[config.mk]
export PLATFORM = sky130hd
export DESIGN_NAME = vram_to_rgb565_repacker
export DESIGN_NICKNAME = d
export VERILOG_FILES = /design/src/design/v2r_pkg.sv /design/src/design/v2r_convert.sv /design/src/design/vram_to_rgb565_repacker.sv
export SDC_FILE = /design/constraint.sdc
export NUM_CORES = 1
export LEC_CHECK = 0
export BUFFER_PORTS_ARGS = -buffer_cell sky130_fd_sc_hd__buf_4
export CORE_AREA = 3 3 90 92
export CTS_CLUSTER_SIZE = 14
export DETAILED_ROUTE_END_ITERATION = 10
export DIE_AREA = 0 0 93 95
export GPL_ROUTABILITY_DRIVEN = 0
export GPL_TIMING_DRIVEN = 0
export SYNTH_ARGS = -nofsm -noshare
export SYNTH_HDL_FRONTEND = slang
export SYNTH_HIERARCHICAL = 1
export SYNTH_SLANG_ARGS = --single-unit
[constraint.sdc]
create_clock -name clk -period 2 [get_ports clk]
set_input_delay 0.3 -clock clk [delete_from_list [all_inputs] [get_ports clk]]
set_output_delay 0.3 -clock clk [all_outputs]
set_load 0.005 [all_outputs]
[src/design/v2r_pkg.sv]
// ----------------------------------------------------------------------------
// v2r_pkg: shared types and helpers for the VRAM to RGB565 repacker
// Holds byte-holder state, result struct and pixel format conversions.
// ----------------------------------------------------------------------------
package v2r_pkg;

	localparam logic [1:0] HOLD_EMPTY = 2'd0;
	localparam logic [1:0] HOLD_ONE   = 2'd1;
	localparam logic [1:0] HOLD_TWO   = 2'd2;

	typedef struct packed {
		logic [15:0] bytes;
		logic [1:0]  count;
	} holder_t;

	typedef struct packed {
		logic        valid;
		logic [15:0] pixel;
		logic        last;
	} result_t;

	function automatic logic [15:0] from_bgr555(input logic [15:0] v);
		from_bgr555 = {v[4:0], v[9:5], 1'b0, v[14:10]};
	endfunction

	function automatic logic [15:0] from_rgb888(input logic [7:0] r, input logic [7:0] g,
		input logic [7:0] b);
		from_rgb888 = {r[7:3], g[7:2], b[7:3]};
	endfunction

endpackage

[src/design/v2r_convert.sv]
// ----------------------------------------------------------------------------
// v2r_convert: per-word conversion logic
// Computes the pixel for one word and the next byte-holder state.
// ----------------------------------------------------------------------------
module v2r_convert (
	input  logic             mode24,
	input  logic [15:0]      word,
	input  logic             last,
	input  v2r_pkg::holder_t cur,
	output v2r_pkg::holder_t nxt,
	output v2r_pkg::result_t res
);

	logic [7:0] lo;
	logic [7:0] hi;

	assign lo = word[7:0];
	assign hi = word[15:8];

	always_comb begin
		nxt = '{bytes: 16'h0000, count: v2r_pkg::HOLD_EMPTY};
		res = '{valid: 1'b0, pixel: 16'h0000, last: last};
		if (!mode24) begin
			res.valid = 1'b1;
			res.pixel = v2r_pkg::from_bgr555(word);
		end else begin
			case (cur.count)
				v2r_pkg::HOLD_TWO: begin
					res.valid = 1'b1;
					res.pixel = v2r_pkg::from_rgb888(cur.bytes[7:0], cur.bytes[15:8], lo);
					if (!last) begin
						nxt.bytes = {8'h00, hi};
						nxt.count = v2r_pkg::HOLD_ONE;
					end
				end
				v2r_pkg::HOLD_ONE: begin
					res.valid = 1'b1;
					res.pixel = v2r_pkg::from_rgb888(cur.bytes[7:0], lo, hi);
				end
				default: begin
					// empty holder: keep the word unless the row ends here
					if (!last) begin
						nxt.bytes = word;
						nxt.count = v2r_pkg::HOLD_TWO;
					end
				end
			endcase
		end
	end

endmodule

[src/design/vram_to_rgb565_repacker.sv]
// ----------------------------------------------------------------------------
// vram_to_rgb565_repacker: VRAM word stream to RGB565 pixel converter
// Registered output: a pixel is valid the cycle after its request is accepted.
// Throughput: 1 word per cycle unless the full output stalls; a request is taken while a result drains.
// Reset: mode returns to 15-bit, byte holder empties, output register empties.
// ----------------------------------------------------------------------------
module vram_to_rgb565_repacker (
	input  logic        clk,
	input  logic        arst_n,
	input  logic        cfg_we,
	input  logic        cfg_wdata,
	input  logic        in_valid,
	output logic        in_stall,
	input  logic [15:0] vram_word,
	input  logic        row_end,
	output logic        out_valid,
	input  logic        out_stall,
	output logic [15:0] pixel_rgb565,
	output logic        row_last
);

	logic             mode24_q;
	v2r_pkg::holder_t holder_q;
	v2r_pkg::holder_t holder_nxt;
	v2r_pkg::result_t res;
	logic             valid_s1;
	logic [15:0]      pixel_s1;
	logic             last_s1;
	logic             in_accept;

	assign in_stall  = valid_s1 && out_stall;
	assign in_accept = in_valid && !in_stall;

	v2r_convert u_convert (
		.mode24 (mode24_q),
		.word   (vram_word),
		.last   (row_end),
		.cur    (holder_q),
		.nxt    (holder_nxt),
		.res    (res)
	);

	always_ff @(posedge clk or negedge arst_n) begin
		if (!arst_n) begin
			mode24_q <= 1'b0;
		end else if (cfg_we) begin
			mode24_q <= cfg_wdata;
		end
	end

	always_ff @(posedge clk or negedge arst_n) begin
		if (!arst_n) begin
			holder_q <= '{bytes: 16'h0000, count: v2r_pkg::HOLD_EMPTY};
		end else if (in_accept) begin
			holder_q <= holder_nxt;
		end
	end

	always_ff @(posedge clk or negedge arst_n) begin
		if (!arst_n) begin
			valid_s1 <= 1'b0;
		end else if (in_accept) begin
			valid_s1 <= res.valid;
		end else if (!out_stall) begin
			valid_s1 <= 1'b0;
		end
	end

	// hold payload while the result waits
	always_ff @(posedge clk) begin
		if (in_accept) begin
			pixel_s1 <= res.pixel;
			last_s1  <= res.last;
		end
	end

	assign out_valid    = valid_s1;
	assign pixel_rgb565 = pixel_s1;
	assign row_last     = last_s1;

	a_stall_only_when_full: assert property (@(posedge clk) disable iff (!arst_n)
		in_stall |-> (valid_s1 && out_stall))
		else $error("request stalled with a free output register");

	a_count_in_range: assert property (@(posedge clk) disable iff (!arst_n)
		holder_q.count != 2'd3)
		else $error("byte holder count out of range");

	a_bgr_empties_holder: assert property (@(posedge clk) disable iff (!arst_n)
		(in_accept && !mode24_q) |=> (holder_q.count == v2r_pkg::HOLD_EMPTY && valid_s1))
		else $error("15-bit request did not empty holder or give a pixel");

	a_two_held_gives_pixel: assert property (@(posedge clk) disable iff (!arst_n)
		(in_accept && mode24_q && holder_q.count == v2r_pkg::HOLD_TWO) |=> valid_s1)
		else $error("pixel missing after completing held bytes");

endmodule

==> results of run 1 <==
## path summary, 6_finish.rpt
check | start | to | slack, ns | cells past startpoint
max reg2reg | holder_q[0] | holder_q[7] | 0.34 | 6
min in group asynchronous | arst_n | mode24_q | 0.41 | 2
max | holder_q[0] | holder_q[7] | 0.34 | 6
min reg2reg | holder_q[17] | holder_q[17] | 0.51 | 1
min | row_end | row_last | 0.20 | 1
max in group asynchronous | arst_n | holder_q[8] | 1.39 | 2
## report_power, final
group          internal, mW  switching, mW
sequential            0.769         0.0283
combinational         0.182          0.171
clock                 0.241          0.231
## per-layer routing
layer,part of all wire [%],vias to the layer above,track usage [%]
met5,0,-,0
met4,1.2,0,3.297
met3,7.4,5,2.709
met2,48,45,15.18
met1,44,544,11.50
li1,-,557,-
## metrics by stage
step                utilization (%)  power, mW  worst slack, ns  instances  hold WS [ns]
floorplan                         -      1.009           0.4294        128      0.004409
global placement              27.76      1.158           0.3502        267        0.1767
detailed placement            27.76      1.164           0.3356        267        0.1794
CTS                           29.05      1.646           0.3232        276        0.1886
global route                  29.05      1.715           0.1983        276        0.1798
finish                        29.05      1.621           0.3421        276        0.1950
## registers in the layout (all words and copies together), names as in the netlist
signal        flops
pixel_rgb565     16
holder_q         13
mode24_q          1
out_valid         1
row_last          1
## area by class of cell
| type | instances | area (um2) |
|---|---|---|
| Fill cell | 790 | 5174 |
| Sequential cell | 32 | 885.9 |
| Multi-Input combinational cell | 62 | 538.0 |
| Timing Repair Buffer | 41 | 310.3 |
| Tap cell | 99 | 123.9 |
| Buffer | 12 | 93.84 |
| Inverter | 22 | 82.58 |
| Clock buffer | 6 | 72.57 |
| Clock inverter | 2 | 11.26 |
## cells in the final DEF (no fill, tap or decap), drive strengths merged, types with 2 or more instances in the layout
cell type  count
nor2           2
o22ai         10
o32ai          5
dfrtp         15
a22o           5
and2           2
buf           49
mux2          14
inv           22
nor3           5
a22oi         11
clkbuf         9
ha             2
edfxtp        17
==> implementation parameters, run 1 <==
Parameter                              Value

GRT
  Antenna violations before repair ... 0
  First-pass GRT wire length ... 6023 um
  Number of global-route vias before repair ... 1159
  Maximum number of pins on one net before global-route repair ... 25
  Total routing usage reported by global routing ... 9.221%
  Overflow left after global routing ... 0

Worst setup path
  Category of the most critical setup path ... register to register
  Crit-path max cell delay ... 0.36 ns
  Required time worst endpoint ... 2.16 ns
  Setup crit end kind ... register
  Cells along the critical path ... inv_1, ha_1, and3b_1, buf_6, a22o_1, mux2_2
  Family of cells with the greatest summed delay on the critical path ... flip-flops
  Crit start category ... register
  Worst endpoint data arrival time ... 1.82 ns
  Number of buffers and inverters on the critical path ... 2
  Crit-path slowest cell ... dfrtp_1
  Maximum fanout encountered on the critical timing path ... 7

Min path
  Hold/Removal Path Class ... input pin to register

Clocking
  Worst-Skew Late Latency ... 0.28 ns
  CTS tree ... yes
  Buffer cell driving the clock tree root ... clkbuf_8
  Hold-fix buffers at CTS ... 1
  H-tree levels ... 2
  Clock Path Buffers ... 2
  # clock sinks ... 32
  Setup Fix Bufs, Post-CTS ... 0
  Clock slew at the register clock pins of the worst setup and hold paths ... 0.07 ns
  CTS buffer count ... 5
  Count of cells resized by post-cts repair ... 0

Cells and area
  Final antenna diode count ... 0
  Share of post-route cells with drive strength above 1 ... 40.11%
  Final-stage net count ... 201
  Area growth, synth to finish ... 32.37%
  Post-route cell area ... 2118 um2

Floorplan
  Io pins ... 42
  Effective utilization at floorplan ... 21.95%
  Area of the core region ... 7292 um2
  Die area ... 8835 um2
  Die width ... 93 um
  # rows ... 31
  Die H ... 95 um

Timing
  Final critical-path required period ... 1.658 ns
  Number of hold violations in the final report ... 0
  Final Slew Violations ... 0
  Highest clock frequency the design can meet ... 0.6032 GHz
  Slew HR ... 66.52%
  Maximum clock skew at final layout ... 0.006843 ns
  Setup tns final ... 0 ns
  Unrepaired setup endpoints after global routing ... false
  Number of endpoints failing setup at the final stage ... 0
  Post-route fraction of the period consumed by the critical path ... 82.89%
  Pin slew with the least headroom to its limit ... 0.5022 ns

Power and ir drop
  Maximum resistive drop on vdd ... 0.2063 mV
  Power density relative to cell area ... 765.2 nW/um2
  Static leakage ... 0.9233 nW

Placed design
  Number of port buffers ... 40
  Standard cell area after detailed placement ... 2024 um2
  Detailed placement HPWL ... 2826 um

Drt
  DR pass1 iterations ... 4
  Wirelength per Cell ... 13.85 um
  Final routed wirelength across all metal layers ... 3823 um
  Total number of vias ... 1151
  Post-route ant nets ... 0
  DRC violation total after the first TritonRoute iteration ... 136
  Average vias per placed instance ... 4.170
  Total DRC errors in the routed layout ... 0

Status
  Outcome ... finished clean

Synth
  Synthesized area per cell ... 12.50 um2
  Total standard cell area after synthesis ... 1600 um2
  Number of cells produced by synthesis ... 128
  Nets in the synthesized netlist ... 153
  Number of warning messages in the yosys log ... 6

Flow run
  Max-cap viol count ... 0
Power figures use the tool's default switching activity.
==> run 2, diff against run 1 <==
==> constraint.sdc (replaced) <==
create_clock -name clk -period 1.6 [get_ports clk]
set_input_delay 0.24 -clock clk [delete_from_list [all_inputs] [get_ports clk]]
set_output_delay 0.24 -clock clk [all_outputs]
set_load 0.005 [all_outputs]
==> implementation parameters, run 2 (same netlist as run 1, synthesis figures left out) <==
Parameter                              Value

Drt
  DR pass1 iterations ... 4
  Average vias per placed instance ... 4.134
  Total DRC errors in the routed layout ... 0
  Post-route ant nets ... 0
  Final routed wirelength across all metal layers ... 3886 um
  Total number of vias ... 1141
  DRC violation total after the first TritonRoute iteration ... 102
  Met2 wire length ... 1874 um
  Routed metal-1 wire length ... 1742 um
  Wirelength per Cell ... 14.08 um
  Met3 routed WL ... 230 um
  Highest metal layer with signal wires ... met4

Clocking
  CTS tree ... yes
  Buffer cell driving the clock tree root ... clkbuf_8
  Worst-Skew Late Latency ... 0.28 ns
  Clock Path Buffers ... 2
  H-tree levels ... 2
  # clock sinks ... 32
  Clock slew at the register clock pins of the worst setup and hold paths ... 0.07 ns
  CTS buffer count ... 5

Worst setup path
  Required time worst endpoint ... 1.76 ns
  Setup crit end kind ... register
  Category of the most critical setup path ... register to register
  Worst endpoint data arrival time ... 1.71 ns
  Maximum fanout encountered on the critical timing path ... 7
  Crit start category ... register
  Depth of the worst register-to-register path ... 5

Placed design
  Detailed placement HPWL ... 2826 um
  Standard cell area after detailed placement ... 2024 um2
  Number of cells in the design after placement ... 267
  Number of port buffers ... 40

Cells and area
  Final-stage net count ... 201
  Share of post-route cells with drive strength above 1 ... 43.50%
  Post-route cell area ... 2148 um2
  Final antenna diode count ... 0
  Area growth, synth to finish ... 34.25%
  Core utilization of the finished layout ... 29.46%
  Most common library cell in the layout ignoring fill and taps ... buf_4
  Commonest cells after routing, fill and taps aside ... 45 x buf_4, 21 x inv_1, 17 x edfxtp_1, 15 x dfrtp_1
  Final cell count without fillers ... 276
  Max reg flops ... 16

Timing
  Pin slew with the least headroom to its limit ... 0.5259 ns
  Setup tns final ... 0 ns
  Highest clock frequency the design can meet ... 0.6466 GHz
  Final critical-path required period ... 1.547 ns
  Number of hold violations in the final report ... 0
  Slew HR ... 64.94%
  Number of endpoints failing setup at the final stage ... 0
  Maximum clock skew at final layout ... 0.004355 ns
  Post-route fraction of the period consumed by the critical path ... 96.66%
  Final Slew Violations ... 0
  Unrepaired setup endpoints after global routing ... false

Floorplan
  Area of the core region ... 7292 um2
  Die width ... 93 um
  Io pins ... 42
  Die area ... 8835 um2
  # rows ... 31
  Die H ... 95 um
  Effective utilization at floorplan ... 21.95%

GRT
  Number of global-route vias before repair ... 1164
  Maximum number of pins on one net before global-route repair ... 25
  Overflow left after global routing ... 0
  Total routing usage reported by global routing ... 9.288%
  Antenna violations before repair ... 0
  First-pass GRT wire length ... 6072 um

Flow run
  Max-cap viol count ... 0

Power and ir drop
  Power density relative to cell area ... 951.2 nW/um2
  Static leakage ... 0.9312 nW
  Power Total ... 2.044 mW
  Maximum resistive drop on vdd ... 0.2586 mV

Status
  Outcome ... finished clean

Min path
  Hold/Removal Path Class ... input pin to register
  Worst Hold Path Cells ... 1
run 2: metrics by stage:
step	setup slack, ns	hold WS [ns]
2_1_floorplan	0.02936	-0.05559
3_3_place_gp	-0.04976	0.1167
3_5_place_dp	-0.06444	0.1194
4_1_cts	0.002554	0.1286
5_1_grt	0.001501	0.1198
6_report	0.05343	0.1385
run 2: worst paths after layout:
kind                              startpoint            to  slack (ns)
worst max register to register   holder_q[0]   holder_q[7]        0.05
worst min register to register  holder_q[17]  holder_q[17]        0.51
worst max-delay path             holder_q[0]   holder_q[7]        0.05
min in group asynchronous             arst_n      mode24_q        0.36
max in group asynchronous             arst_n   holder_q[8]        1.05
worst min-delay path                 row_end      row_last        0.14
run 2: per-layer routing:
metal	vias up	track usage (%)
met3	4	2.709
met4	0	3.297
met2	40	15.36
li1	557	-
met5	-	0
met1	540	11.55
run 2: worst max-delay path: stages, from the launching register on:
cell and delay, ns:
dfrtp_1 0.39, inv_2 0.07, ha_4 0.20, and3b_2 0.26, a22o_1 0.23, mux2_2 0.27
run 2: power by group:
part / total, mW / internal (mW) / switching, mW
Clock: 0.585 / 0.301 / 0.284
Combinational: 0.459 / 0.242 / 0.217
Sequential: 0.999 / 0.961 / 0.0380
run 2: layout make-up:
type	instances	area (um2)
Fill cell	796	5144
Sequential cell	32	885.9
Multi-Input combinational cell	62	564.3
Timing Repair Buffer	43	325.3
Tap cell	99	123.9
Buffer	10	82.58
Inverter	22	82.58
Clock buffer	6	72.57
Clock inverter	2	11.26
run 2: what timing repair did:
item | 4_1_cts | 5_1_grt
pin swaps | 3 | 5
gates resized for setup | 4 | 8
hold endpoints to repair | 15 | 0
cloned | 0 | 0
hold buffers | 1 | 0
setup endpoints to repair | 14 | 16
setup buffers | 2 | 0
